==> src/sv/rff_pkg.sv <==
// Package for the receive frame filter: constants, verdict codes and CRC-8 step.
`default_nettype none
package rff_pkg;

  localparam int unsigned PORT_COUNT      = 16;
  localparam int unsigned MAX_FRAME_BYTES = 255;
  localparam int unsigned HDR_BYTES       = 4;
  localparam int unsigned MAX_PAYLOAD     = MAX_FRAME_BYTES - 1 - HDR_BYTES;

  localparam logic [7:0] ADDR_NONE = 8'h00;
  localparam logic [7:0] ADDR_ALL  = 8'hFF;
  localparam logic [7:0] CRC_POLY  = 8'h07;
  localparam logic [7:0] CNT_MAX   = 8'hFF;

  localparam int unsigned CFG_IDX_W  = 1;
  localparam int unsigned CFG_DATA_W = 16;
  localparam logic [CFG_IDX_W-1:0] CFG_OWN_ADDRESS    = 1'b0;
  localparam logic [CFG_IDX_W-1:0] CFG_PORT_ENABLE    = 1'b1;

  typedef enum logic [2:0] {
    VERDICT_ACCEPT     = 3'd0,
    VERDICT_NOT_US     = 3'd1,
    VERDICT_BAD_PORT   = 3'd2,
    VERDICT_BAD_SIZE   = 3'd3,
    VERDICT_BAD_CRC    = 3'd4,
    VERDICT_NO_SERVICE = 3'd5,
    VERDICT_RUNT       = 3'd6,
    VERDICT_TOO_LONG   = 3'd7
  } verdict_e;

  // MSB-first CRC-8 update, no reflection, no final XOR
  function automatic logic [7:0] crc8_next(input logic [7:0] crc, input logic [7:0] data);
    logic [7:0] v;
    v = crc ^ data;
    for (int k = 0; k < 8; k++) begin
      if (v[7]) begin
        v = {v[6:0], 1'b0} ^ CRC_POLY;
      end else begin
        v = {v[6:0], 1'b0};
      end
    end
    return v;
  endfunction

endpackage
`default_nettype wire

==> src/sv/rx_frame_filter_crc8_top.sv <==
// Receive frame filter: header capture, CRC-8 check and one verdict per frame.
`default_nettype none
// Takes one frame byte per cycle while it does not stall. Non-final
// bytes never stall; a final byte stalls only while the previous verdict is still
// held in the output register and the sink stalls it. The verdict is registered and
// appears on the output in the cycle after the final byte is accepted, together with
// the captured header bytes and the frame length. The CRC-8 (poly 0x07, init 0)
// update is combinational XOR logic. Configuration writes are always ready and take
// effect on the next item.
module rx_frame_filter_crc8_top (
  input  wire logic                           clk_i,
  input  wire logic                           rst_ni,
  input  wire logic                           in_valid_i,
  output      logic                           in_stall_o,
  input  wire logic [7:0]                     rx_byte_i,
  input  wire logic                           last_byte_i,
  output      logic                           out_valid_o,
  input  wire logic                           out_stall_i,
  output      logic [2:0]                     verdict_o,
  output      logic [7:0]                     dest_address_o,
  output      logic [7:0]                     src_address_o,
  output      logic [7:0]                     dest_port_o,
  output      logic [7:0]                     payload_size_o,
  output      logic [7:0]                     frame_length_o,
  input  wire logic                           cfg_valid_i,
  output      logic                           cfg_ready_o,
  input  wire logic [rff_pkg::CFG_IDX_W-1:0]  cfg_index_i,
  input  wire logic [rff_pkg::CFG_DATA_W-1:0] cfg_data_i
);
  import rff_pkg::*;

  logic [7:0]  own_address_q;
  logic [15:0] port_enable_q;

  logic [7:0] byte_count_q, byte_count_d;
  logic [7:0] crc_q, crc_d;
  logic [7:0] hdr_dest_q, hdr_dest_d;
  logic [7:0] hdr_src_q, hdr_src_d;
  logic [7:0] hdr_port_q, hdr_port_d;
  logic [7:0] hdr_size_q, hdr_size_d;
  logic       overlong_q, overlong_d;

  logic       out_valid_q;
  verdict_e   verdict_q, verdict_d;
  logic [7:0] dest_q, src_q, port_q, size_q, len_q;
  logic [7:0] len;

  logic in_accept, last_accept, addr_ok;

  assign cfg_ready_o = 1'b1;
  assign in_stall_o  = last_byte_i & out_valid_q & out_stall_i;
  assign in_accept   = in_valid_i & ~in_stall_o;
  assign last_accept = in_accept & last_byte_i;

  always_ff @(posedge clk_i or negedge rst_ni) begin
    if (!rst_ni) begin
      own_address_q <= ADDR_NONE;
      port_enable_q <= '0;
    end else if (cfg_valid_i && cfg_ready_o) begin
      unique case (cfg_index_i)
        CFG_OWN_ADDRESS: own_address_q <= cfg_data_i[7:0];
        CFG_PORT_ENABLE: port_enable_q <= cfg_data_i[15:0];
        default: ;
      endcase
    end
  end

  always_comb begin
    overlong_d = overlong_q | (byte_count_q >= 8'(MAX_FRAME_BYTES));
    len        = (byte_count_q == CNT_MAX) ? CNT_MAX : byte_count_q + 8'd1;
    hdr_dest_d = (byte_count_q == 8'd0) ? rx_byte_i : hdr_dest_q;
    hdr_src_d  = (byte_count_q == 8'd1) ? rx_byte_i : hdr_src_q;
    hdr_port_d = (byte_count_q == 8'd2) ? rx_byte_i : hdr_port_q;
    hdr_size_d = (byte_count_q == 8'd3) ? rx_byte_i : hdr_size_q;
    crc_d        = crc8_next(crc_q, rx_byte_i);
    byte_count_d = len;
    addr_ok = (hdr_dest_d == ADDR_ALL) || (own_address_q == ADDR_NONE) ||
              (own_address_q == hdr_dest_d);
    priority if (len < 8'(HDR_BYTES + 1)) begin
      verdict_d = VERDICT_RUNT;
    end else if (overlong_d) begin
      verdict_d = VERDICT_TOO_LONG;
    end else if (!addr_ok) begin
      verdict_d = VERDICT_NOT_US;
    end else if (hdr_port_d >= 8'(PORT_COUNT)) begin
      verdict_d = VERDICT_BAD_PORT;
    end else if (hdr_size_d >= 8'(MAX_PAYLOAD)) begin
      verdict_d = VERDICT_BAD_SIZE;
    end else if (rx_byte_i != crc_q) begin
      verdict_d = VERDICT_BAD_CRC;
    end else if (!port_enable_q[hdr_port_d[3:0]]) begin
      verdict_d = VERDICT_NO_SERVICE;
    end else begin
      verdict_d = VERDICT_ACCEPT;
    end
  end

  always_ff @(posedge clk_i or negedge rst_ni) begin
    if (!rst_ni) begin
      byte_count_q <= '0;
      crc_q        <= '0;
      hdr_dest_q   <= '0;
      hdr_src_q    <= '0;
      hdr_port_q   <= '0;
      hdr_size_q   <= '0;
      overlong_q   <= 1'b0;
    end else if (last_accept) begin
      byte_count_q <= '0;
      crc_q        <= '0;
      hdr_dest_q   <= '0;
      hdr_src_q    <= '0;
      hdr_port_q   <= '0;
      hdr_size_q   <= '0;
      overlong_q   <= 1'b0;
    end else if (in_accept) begin
      byte_count_q <= byte_count_d;
      crc_q        <= crc_d;
      hdr_dest_q   <= hdr_dest_d;
      hdr_src_q    <= hdr_src_d;
      hdr_port_q   <= hdr_port_d;
      hdr_size_q   <= hdr_size_d;
      overlong_q   <= overlong_d;
    end
  end

  always_ff @(posedge clk_i or negedge rst_ni) begin
    if (!rst_ni) begin
      out_valid_q <= 1'b0;
    end else if (last_accept) begin
      out_valid_q <= 1'b1;
    end else if (!out_stall_i) begin
      out_valid_q <= 1'b0;
    end
  end

  always_ff @(posedge clk_i) begin
    if (last_accept) begin
      verdict_q <= verdict_d;
      dest_q    <= hdr_dest_d;
      src_q     <= hdr_src_d;
      port_q    <= hdr_port_d;
      size_q    <= hdr_size_d;
      len_q     <= len;
    end
  end

  assign out_valid_o    = out_valid_q;
  assign verdict_o      = verdict_q;
  assign dest_address_o = dest_q;
  assign src_address_o  = src_q;
  assign dest_port_o    = port_q;
  assign payload_size_o = size_q;
  assign frame_length_o = len_q;

endmodule
`default_nettype wire
==> config.mk <==
export PLATFORM = sky130hd
export DESIGN_NAME = rx_frame_filter_crc8_top
export DESIGN_NICKNAME = d
export VERILOG_FILES = /design/src/sv/rff_pkg.sv /design/src/sv/rx_frame_filter_crc8_top.sv
export SDC_FILE = /design/constraint.sdc
export NUM_CORES = 1
export LEC_CHECK = 0
export ABC_AREA = 1
export BUFFER_PORTS_ARGS = -buffer_cell sky130_fd_sc_hd__clkbuf_2
export CAP_MARGIN = 20
export CORE_UTILIZATION = 40
export DETAILED_ROUTE_END_ITERATION = 16
export PLACE_DENSITY_LB_ADDON = 0.25
export SLEW_MARGIN = 40
export SYNTH_ARGS = -nofsm -noshare
export SYNTH_HDL_FRONTEND = slang
export SYNTH_SLANG_ARGS = --single-unit
==> constraint.sdc <==
create_clock -name clk_i -period 2.5 [get_ports clk_i]
set_input_delay 0.5 -clock clk_i [delete_from_list [all_inputs] [get_ports clk_i]]
set_output_delay 0.5 -clock clk_i [all_outputs]
set_load 0.03 [all_outputs]
==> summary.md, run 1 <==
| Metric | Value |
|---|---|
| Status | `complete, no violations` |
| Pwr Density | `947.2 nW/µm²` |
| Gate Count Post-Synth | `about 590` |
| Max Cap Viol | `0` |
| Clk root buf | `clkbuf_16` |
| TritonCTS clock tree | `done` |
| Worst-skew pair later-pin latency | `between 0.4 and 0.5 ns` |
| ANT nets after route | `0` |
| Setup violators final | `0` |
| Post-synth ARST share | `0.6325` |
| Syn avg cell area | `9.300 µm²` |
| Num rows | `42` |
| Initial Util | `0.4139` |
| Syn. warnings | `0` |
| Core Region | `around 13000 µm²` |
| Peak VDD IR | `slightly below 0.5 mV` |
| Post-synthesis sequential area ratio | `0.5690` |
| Crit-path max FO | `8` |
| DR vias/cell | `around 4.8` |
| Yosys top cell area share | `0.3352` |
| Most common cell in the synthesized netlist | `nand2_1` |
| Worst path slowest cell | `dfrtp_1` |
| Setup Crit Path Kind | `flip-flop to flip-flop` |
| Unrepaired setup endpoints after global routing | `false` |
| Final count of hold timing violations | `0` |
| Area growth syn-to-layout | `22.79%` |
| Largest family of logic cells by synthesized area | `simple AND/OR/NAND/NOR gates` |
| Storage cell area | `~3100 µm²` |
| Vias in the first global route | `approximately 4100` |
| # DRC | `0` |
| H-Tree Depth | `4` |
| Routed WL | `12720 µm` |
| Routed WL per cell | `approximately 15 µm` |
| Hold Buf Count CTS | `0` |
| Iter 0 DRT Violations | `338` |
| CTS buffer count | `17` |
| Netlist cell types | `37` |
| Nets | `721` |
| IO buf count | `75` |
| Critical path capture point type | `flip-flop` |
| GR Overflow Total | `0` |
| Leakage | `between 3 and 4 nW` |
| Synthesized cell area | `~5500 µm²` |
| Compound-Gate Fraction of Synth Area | `0.1253` |
| Die area | `about 14000 µm²` |
| CP Data Required Time | `2.67 ns` |
| Number of synthesized flops with an enable pin | `43` |
| Die Span Y | `roughly 120 µm` |
| FMAX | `~440 MHz` |
| N_diodes | `0` |
| Share of cells above drive strength 1 | `0.2184` |
| Crit path cell chain | `inv_1, ha_1, nand2_2, nor2_4, buf_4, nand2_1, o21ai_0, inv_1, nor4_4, nand2_1, nand2_1, nand2_1` |
| Num Clock Sinks | `around 120` |
| Largest net degree at the start of global routing | `between 70 and 80` |
| Mux cell area share after synthesis | `0` |
| Primary FF master, synth | `dfrtp_1` |
| Most frequent CP cell | `nand2_1` |
| Fillers | `1290` |
| Fin Setup TNS | `0 ns` |
| Clk_skew | `~0.006 ns` |
| Post-DP HPWL | `8902 µm` |
| Via count | `approximately 4200` |
| Global-route wire length before repair | `roughly 21000 µm` |
| Post-synthesis register bit count | `between 100 and 150` |
| HP Class | `primary input to async pin` |
| Clock-pin slew on the worst setup and hold paths | `0.05 ns` |
| Drt pass-1 iters | `4` |
| Synth Net Count | `between 600 and 700` |
| Reg with most FFs | `port_enable_q` |
| Pins Over Slew Limit | `0` |
| Global Route Usage Sum | `0.1919` |
| Largest register FFs | `16` |
| Tmin final | `approximately 2.3 ns` |
| Final Wtd Congestion | `roughly 0.82` |
| Critical Path Max Stage Delay | `0.42 ns` |
| Crit path DAT | `between 2 and 2.5 ns` |
| Critical path's top delay family | `simple AND/OR/NAND/NOR gates` |
| Crit start category | `flip-flop` |
| Least-Margin Pin Slew | `between 0.5 and 0.6 ns` |
| Clk buf depth | `2` |
| Most frequent cells after synthesis | `nand2_1, inv_1, dfrtp_1` |
| Die X | `between 100 and 150 µm` |
| Final worst path period share | `0.9194` |
| WP buf/inv | `3` |
| Total I/O pin count | `77` |
| Simple-gate share of the synthesized area | `0.1624` |
| Post-Synth Adder-Cell Area | `0.01586` |
| Pwr Total | `between 6 and 7 mW` |
| Relative slew margins | `0.6072` |
| Initial antenna violation count | `0` |
| Yosys top cell by area | `dfrtp_1` |
| Synth Area in XOR/XNOR | `0.03805` |
| Synth area leaders | `dfrtp_1, edfxtp_1, nand2_1` |
| Footprint of the multi-input gates | `approximately 1900 µm²` |
-- layer usage --
metal	vias to the layer above	global-route usage	wire length, µm
met1	1978	0.2666	6001
met5	-	0	0
met2	121	0.2861	5745
met3	15	0.04705	760
met4	0	0.08047	215
li1	2107	-	-
-- path summary, 6_finish.rpt --
path / start / end / slack, ns / cells past startpoint
hold reg to reg: port_enable_q[6]$_DFFE_PN0P_ / port_enable_q[6]$_DFFE_PN0P_ / 0.48 / 2
max in group asynchronous: rst_ni / hdr_size_q[0]$_DFFE_PN0P_ / 2.07 / 2
hold / removal: rst_ni / port_enable_q[14]$_DFFE_PN0P_ / 0.11 / 2
setup reg to reg: byte_count_q[0]$_DFFE_PN0P_ / verdict_o[1]$_SDFFCE_PP1P_ / 0.20 / 12
min in group clk_i: cfg_data_i[8] / port_enable_q[8]$_DFFE_PN0P_ / 0.33 / 3
setup / recovery: byte_count_q[0]$_DFFE_PN0P_ / verdict_o[1]$_SDFFCE_PP1P_ / 0.20 / 12
-- logic make-up (layout without fill, tap and decap cells) --
group / after synthesis / count (layout)
AO/OA/AOI/OAI: 119 / 119
flip-flops: 117 / 117
buffers and inverters: 124 / 225
AND/OR/NAND/NOR: 202 / 203
XOR/XNOR: 24 / 24
adder cells (fa/ha/maj): 7 / 7
other: 1 / 1
-- placed cells by master (no fill, tap or decap), drive strengths merged, types with 13 or more instances in the layout --
| master | instances |
|---|---|
| nand3 | 26 |
| edfxtp | 43 |
| dfrtp | 74 |
| o21ai | 82 |
| xnor2 | 13 |
| nand2 | 130 |
| o22ai | 18 |
| clkbuf | 92 |
| inv | 106 |
| nor2 | 35 |
-- worst reg2reg max path, stage by stage, from the launching register on --
cell,delay [ns]
dfrtp_1,0.42
inv_1,0.15
ha_1,0.21
nand2_2,0.13
nor2_4,0.24
buf_4,0.17
nand2_1,0.04
o21ai_0,0.10
inv_1,0.12
nor4_4,0.28
nand2_1,0.09
nand2_1,0.06
nand2_1,0.05
-- power breakdown --
group          switching (mW)  leakage, nW  internal (mW)
sequential              0.126         1.37           2.28
clock                   0.868        0.281           1.58
combinational           0.998         1.58          0.569
-- timing repair --
item | CTS | global route
endpoints found under the setup margin | 0 | 3
gates resized for setup | 0 | 12
setup buffers | 0 | 2
-- per-stage QoR --
step / instances / hold slack [ns] / instance area, µm² / utilization / setup WS [ns]
finish: 872 / 0.1134 / 6783 / 0.5082 / 0.2014
global route: 872 / 0.1533 / 6783 / 0.5082 / 0.0004692
CTS: 869 / 0.1275 / 6723 / 0.5037 / 0.02391
detailed placement: 837 / 0.4738 / 6123 / 0.4588 / 0.05804
global placement: 837 / 0.4638 / 6123 / 0.4588 / 0.09693
floorplan: 594 / 0.2044 / 5524 / - / 0.2997
-- layout make-up --
cell class,count,share of cell area
sequential,117,0.4634
timing repair buffer,86,0.07120
clock buffer,18,0.06475
clock inverter,14,0.02361
tap,176,0.03247
inverter,107,0.05921
multi-input combinational,354,0.2854
(Power assumes the default switching activity.)
==> run 2, diff against run 1 <==
- RECOVER_POWER: default -> 50
==> run 2 against run 1 <==
The flow now finishes with violations (capacitance limit, slew limit). Clock power about the same. Clock skew about the same. Core utilization decreased by 0.53 points. Largest cell class unchanged.
==> summary.md, run 2 (same netlist as run 1, synthesis figures left out) <==
| Metric | Value |
|---|---|
| Leakage | `3.106 nW (-3.8%)` |
| Hold Slack | `0.3302 ns (+0.2168 ns)` |
| Crit start category | `flip-flop` |
| R2R Path End | `verdict_o[1]$_SDFFCE_PP1P_` |
| DR vias/cell | `4.884 (+0.90%)` |
| Worst reg-to-reg setup slack | `0.19 ns (about the same)` |
| Worst Reg-to-Reg Cells | `12 (unchanged)` |
| Largest register FFs | `16 (unchanged)` |
| Global-route wire length before repair | `20770 µm (unchanged)` |
| Commonest non-fill, non-tap cells in the layout | `nand2_1, inv_1, dfrtp_1` |
| ANT nets after route | `0 (unchanged)` |
| Critical path capture point type | `flip-flop` |
| Relative slew margins | `-0.2414 (-0.8486)` |
| Post-DP HPWL | `8902 µm (unchanged)` |
| Share of cells above drive strength 1 | `0.1609 (-0.05747)` |
| Global Route Usage Sum | `0.1919 (unchanged)` |
| Top sig layer | `met4` |
| Clk buf depth | `2 (unchanged)` |
| Setup violators final | `0 (unchanged)` |
| Vias in the first global route | `4081 (unchanged)` |
| Initial Util | `0.4139 (unchanged)` |
| Routed wl met2 | `5785 µm (+0.70%)` |
| Pins Over Slew Limit | `75 (+75)` |
| Failing checks | `capacitance limit, slew limit` |
| Initial antenna violation count | `0 (unchanged)` |
| Layout Utilization | `0.5028 (-0.005343)` |
| Total I/O pin count | `77 (unchanged)` |
| HP Start | `out_stall_i` |
| TritonCTS clock tree | `done` |
| Crit path DAT | `2.48 ns (about the same)` |
| Worst-skew pair later-pin latency | `0.42 ns (about the same)` |
| Core Region | `13350 µm² (unchanged)` |
| Die X | `119.5 µm (unchanged)` |
| Placement Cell Area | `6123 µm² (unchanged)` |
| IO buf count | `75 (unchanged)` |
| GR Overflow Total | `0 (unchanged)` |
| Setup Crit Path Kind | `flip-flop to flip-flop` |
| Most common cell after layout, fill and taps aside | `nand2_1` |
| Final count of hold timing violations | `0 (unchanged)` |
| Max Cap Viol | `1 (+1)` |
| Pre-CTS setup slack | `0.05804 ns (unchanged)` |
| Final worst path period share | `0.9250 (+0.005579)` |
| Via count | `4259 (+0.90%)` |
| Num Clock Sinks | `117 (unchanged)` |
| FF-to-FF Start | `byte_count_q[0]$_DFFE_PN0P_` |
| Clk root buf | `clkbuf_16` |
| H-Tree Depth | `4 (unchanged)` |
| Die area | `14280 µm² (unchanged)` |
| Clock-pin slew on the worst setup and hold paths | `0.05 ns (about the same)` |
| Reg with most FFs | `port_enable_q` |
| Pwr Density | `955.0 nW/µm² (+0.83%)` |
| Routed WL per cell | `14.66 µm (+0.49%)` |
| CTS buffer count | `17 (unchanged)` |
| Status | `finished, violations left` |
| Peak VDD IR | `0.4869 mV (about the same)` |
| Drt pass-1 iters | `4 (unchanged)` |
| Largest net degree at the start of global routing | `75 (unchanged)` |
| Final Wtd Congestion | `0.8204 (unchanged)` |
| N_diodes | `0 (unchanged)` |
| Die Span Y | `119.5 µm (unchanged)` |
| Fin Setup TNS | `0 ns (unchanged)` |
| Hold depth | `3` |
| Num rows | `42 (unchanged)` |
| Crit-path max FO | `8 (unchanged)` |
| Least-Margin Pin Slew | `1.862 ns (+1.273 ns)` |
| HP Class | `primary input to flip-flop` |
| Post-route setup slack | `0.1875 ns (-0.01395 ns)` |
| Nets | `721 (unchanged)` |
| Iter 0 DRT Violations | `302 (-11%)` |
| FMAX | `432.4 MHz (-0.60%)` |
| Met3 WL | `787 µm (+3.6%)` |
| Routed WL | `12780 µm (+0.49%)` |
| Unrepaired setup endpoints after global routing | `false` |
| # DRC | `0 (unchanged)` |
| Hold Path End | `out_valid_o$_DFFE_PN0P_` |
| Tmin final | `2.313 ns (+0.01395 ns)` |
| Met1 WL | `5991 µm (-0.17%)` |
| Area growth syn-to-layout | `21.49%` |
| Finished Cell Area | `6711 µm² (-1.1%)` |
| Clk_skew | `0.006274 ns (+0.0001049 ns)` |
| CP Data Required Time | `2.67 ns (about the same)` |
==> run 2: cell types whose count changed in the layout (fill, tap and decap cells not counted), sizes merged <==
cell    change
buf         -2
clkbuf      +2
==> run 2: layout make-up <==
cell class | count | area (µm²)
flip-flops and latches | 117 | 3143
multi-input cells | 354 | 1929
clock inverters | 14 | 160.2
well taps | 176 | 220.2
inverters | 107 | 401.6
fillers | 1315 | 6636
repair buffers | 86 | 417.9
clock buffers | 18 | 439.2
==> run 2: power breakdown <==
| group | internal (mW) | switching (mW) | total (mW) |
|---|---|---|---|
| sequential | 2.28 | 0.126 | 2.41 |
| combinational | 0.552 | 0.998 | 1.55 |
| clock | 1.58 | 0.870 | 2.45 |
==> run 2: metal layers <==
metal / vias up / GRT usage
li1: 2107 / -
met1: 2014 / 0.2666
met2: 121 / 0.2861
met3: 17 / 0.04705
met4: 0 / 0.08047
met5: - / 0
==> run 2: stage by stage <==
step / power [mW] / cells
final: 6.410 / 872
after global routing: 6.748 / 872
after CTS: 6.435 / 869
after detailed placement: 3.975 / 837
after global placement: 3.926 / 837
after floorplan: 3.593 / 594
==> run 2: timing repair <==
| item | 4_1_cts | 5_1_grt |
|---|---|---|
| setup buffers | 0 | 2 |
| setup endpoints to repair | 0 | 3 |
| hold buffers | 0 | 0 |
| resized for setup | 0 | 12 |
==> run 2: worst max-delay path by stage <==
stage / start / end / slack, ns / cells after the start
3_3_place_gp: byte_count_q[0]$_DFFE_PN0P_ / verdict_o[0]$_SDFFCE_PN0P_ / 0.1 / 13
4_1_cts: byte_count_q[0]$_DFFE_PN0P_ / verdict_o[0]$_SDFFCE_PN0P_ / 0.02 / 13
2_1_floorplan: out_valid_o$_DFFE_PN0P_ / dest_address_o[0]$_DFFE_PP_ / 0.30 / 5
6_report: byte_count_q[0]$_DFFE_PN0P_ / verdict_o[1]$_SDFFCE_PP1P_ / 0.19 / 12
5_1_grt: byte_count_q[0]$_DFFE_PN0P_ / verdict_o[0]$_SDFFCE_PN0P_ / 0.0005 / 14
3_5_place_dp: byte_count_q[0]$_DFFE_PN0P_ / verdict_o[0]$_SDFFCE_PN0P_ / 0.06 / 13
==> run 2: critical path: stages (launching register included) <==
cell and delay, ns:
dfrtp_1 0.42, inv_1 0.14, ha_1 0.20, nand2_2 0.13
nor2_4 0.24, buf_4 0.16, nand2_1 0.05, o21ai_0 0.10
inv_1 0.12, nor4_4 0.29, nand2_1 0.09, nand2_1 0.06
nand2_1 0.05
==> run 3, diff against run 2 <==
- CORE_MARGIN: default -> 4
==> run 3 against run 2 <==
The flow now finishes without violations. Non-clock buffer count is 5 higher. Critical path depth fell by 1. Clock power fell by 2%. Sequential cell count stayed put. Final area rose by 0.30%. Sequential power about the same. Cell count increased by 0.69%. Critical path type unchanged. Largest cell class unchanged.
==> summary.md, run 3 (same netlist as run 1, synthesis figures left out) <==
| Metric | Value |
|---|---|
| Status | `complete, no violations` |
| CP Data Required Time | `2.67 ns (about the same)` |
| Vias in the first global route | `4341 (+6.4%)` |
| Core Region | `13400 µm² (+0.39%)` |
| Worst Reg-to-Reg Cells | `11 (-1)` |
| FMAX | `436.0 MHz (+0.82%)` |
| Final count of hold timing violations | `0 (unchanged)` |
| Iter 0 DRT Violations | `355 (+18%)` |
| Worst reg-to-reg setup slack | `0.21 ns (+0.02 ns)` |
| Layer with the highest usage | `met2` |
| Clk buf depth | `2 (unchanged)` |
| DR vias/cell | `4.919 (+0.72%)` |
| Largest register FFs | `16 (unchanged)` |
| R2R Path End | `verdict_o[0]$_SDFFCE_PN0P_` |
| Most common cell after layout, fill and taps aside | `nand2_1` |
| Placement Cell Area | `6158 µm² (+0.57%)` |
| Die X | `125.5 µm (+5.0%)` |
| Post-DP HPWL | `9416 µm (+5.8%)` |
| Pre-CTS setup slack | `0.07837 ns (+0.02033 ns)` |
| ANT nets after route | `0 (unchanged)` |
| Clk_skew | `0.007301 ns (+0.001028 ns)` |
| Fillers | `1277 (-2.9%)` |
| Final worst path period share | `0.9175 (-0.007559)` |
| Die area | `15750 µm² (+10%)` |
| Total I/O pin count | `77 (unchanged)` |
| Unrepaired setup endpoints after global routing | `false` |
| Initial Util | `0.4122 (-0.001623)` |
| Sw Ratio | `0.3086 (-0.002553)` |
| HP Class | `primary input to flip-flop` |
| Peak VDD IR | `0.5612 mV (+15%)` |
| Area growth syn-to-layout | `21.86%` |
| Sequential share of power | `0.378 (+0.002)` |
| Initial antenna violation count | `0 (unchanged)` |
| Setup Crit Path Kind | `flip-flop to flip-flop` |
| Tmin final | `2.294 ns (-0.01890 ns)` |
| Commonest non-fill, non-tap cells in the layout | `nand2_1, inv_1, dfrtp_1` |
| Global-route wire length before repair | `22200 µm (+6.9%)` |
| Clock power frac | `0.376 (-0.006)` |
| Leakage | `3.154 nW (+1.5%)` |
| Comb power frac | `0.247 (+0.005)` |
| Least-Margin Pin Slew | `1.265 ns (-0.5975 ns)` |
| Pins Over Slew Limit | `0 (-100%)` |
| Crit path DAT | `2.46 ns (-0.02 ns)` |
| FF-to-FF Start | `byte_count_q[0]$_DFFE_PN0P_` |
| Clk root buf | `clkbuf_16` |
| Worst-skew pair later-pin latency | `0.42 ns (about the same)` |
| Crit start category | `flip-flop` |
| TritonCTS clock tree | `done` |
| Crit-path max FO | `14 (+6)` |
| # DRC | `0 (unchanged)` |
| Num rows | `42 (unchanged)` |
| Final Wtd Congestion | `0.8725 (+6.4%)` |
| Finished Cell Area | `6731 µm² (+0.30%)` |
| GR Overflow Total | `0 (unchanged)` |
| Hold Slack | `0.3309 ns (+0.0006590 ns)` |
| P_sw | `1.972 mW (-1.1%)` |
| Routing usage on met3 | `0.04648 (-0.0005714)` |
| Post-route setup slack | `0.2064 ns (+0.01890 ns)` |
| Hold depth | `3 (unchanged)` |
| Via count | `4319 (+1.4%)` |
| GRT met1 Usage | `0.2486 (-0.01796)` |
| Nets | `727 (+0.83%)` |
| Met2 GRT Util | `0.2668 (-0.01929)` |
| Pwr Density | `949.6 nW/µm² (-0.57%)` |
| Largest net degree at the start of global routing | `44 (-41%)` |
| N_diodes | `0 (unchanged)` |
| Fin Setup TNS | `0 ns (unchanged)` |
| Reg with most FFs | `port_enable_q` |
| Hold Path End | `port_enable_q[10]$_DFFE_PN0P_` |
| IO buf count | `75 (unchanged)` |
| H-Tree Depth | `4 (unchanged)` |
| Routed WL | `13550 µm (+6.0%)` |
| Drt pass-1 iters | `4 (unchanged)` |
| Share of cells above drive strength 1 | `0.1652 (+0.004323)` |
| Global Route Usage Sum | `0.1790 (-0.01294)` |
| Routed WL per cell | `15.43 µm (+5.2%)` |
| Relative slew margins | `0.1570 (+0.3983)` |
| HP Start | `cfg_data_i[10]` |
| Clock-pin slew on the worst setup and hold paths | `0.05 ns (about the same)` |
| Setup violators final | `0 (unchanged)` |
| Die Span Y | `125.5 µm (+5.0%)` |
| Num Clock Sinks | `117 (unchanged)` |
| Max Cap Viol | `0 (-1)` |
| Int Pwr | `4.420 mW (about the same)` |
| Critical path capture point type | `flip-flop` |
| CTS buffer count | `17 (unchanged)` |
| Pwr Total | `6.392 mW (-0.27%)` |
-- run 3: cell types whose count changed in the layout (fill, tap and decap cells not counted), sizes merged --
cell,previous run,this run
buf,10,11
clkinvlp,5,0
clkinv,7,10
dlygate4sd3,0,1
nor2,35,36
clkbuf,94,99
-- run 3: cell type report --
type / instances / area [µm²] / area share
Timing Repair Buffer: 91 / 460.4 / 0.06840
Inverter: 107 / 401.6 / 0.05967
Sequential cell: 117 / 3143 / 0.4669
Clock inverter: 12 / 136.4 / 0.02026
Multi-Input combinational cell: 355 / 1923 / 0.2857
Tap cell: 176 / 220.2 / 0.03271
Clock buffer: 20 / 446.7 / 0.06636
-- run 3: worst max path at each step --
stage	from	to	slack, ns	cells after the start
6_report	byte_count_q[0]$_DFFE_PN0P_	verdict_o[0]$_SDFFCE_PN0P_	0.21	11
5_1_grt	byte_count_q[0]$_DFFE_PN0P_	verdict_o[0]$_SDFFCE_PN0P_	0.003	11
4_1_cts	byte_count_q[0]$_DFFE_PN0P_	verdict_o[0]$_SDFFCE_PN0P_	0.06	13
3_5_place_dp	byte_count_q[0]$_DFFE_PN0P_	verdict_o[0]$_SDFFCE_PN0P_	0.08	13
3_3_place_gp	byte_count_q[0]$_DFFE_PN0P_	verdict_o[0]$_SDFFCE_PN0P_	0.19	13
2_1_floorplan	out_valid_o$_DFFE_PN0P_	dest_address_o[0]$_DFFE_PP_	0.30	5
-- run 3: routing by layer --
| layer | share of wire | vias up |
|---|---|---|
| li1 | - | 2110 |
| met1 | 0.47 | 2060 |
| met2 | 0.45 | 123 |
| met3 | 0.059 | 26 |
| met4 | 0.021 | 0 |
| met5 | 0 | - |
-- run 3: what timing repair did --
action                                  4_1_cts  5_1_grt
endpoints found under the hold margin         4        0
resized for setup                             0        9
setup buffers                                 0        3
endpoints found under the setup margin        0        3
hold buffers                                  1        0
-- run 3: worst max-delay path: stages, from the launching register on --
cell and delay [ns]:
dfrtp_1 0.42, inv_1 0.14, ha_1 0.18, nand2_2 0.09, nor2_8 0.25, nand2_1 0.13
o21ai_2 0.12, inv_2 0.07, nor3_1 0.20, a21oi_1 0.13, a21boi_1 0.22, a21oi_1 0.09
-- run 3: stage by stage --
step / util / std cells
finish: 0.5023 / 878
CTS: 0.5038 / 873
global placement: 0.4596 / 840
global route: 0.5023 / 878
detailed placement: 0.4596 / 840
floorplan: - / 594
-- run 3: power groups by stage --
stage	combinational, mW	clock (mW)	sequential (mW)
final	1.58	2.40	2.41
after detailed placement	1.56	0	2.44
after global placement	1.52	0	2.43
after floorplan	1.06	0	2.53
after global routing	1.76	2.54	2.44
after CTS	1.58	2.45	2.41
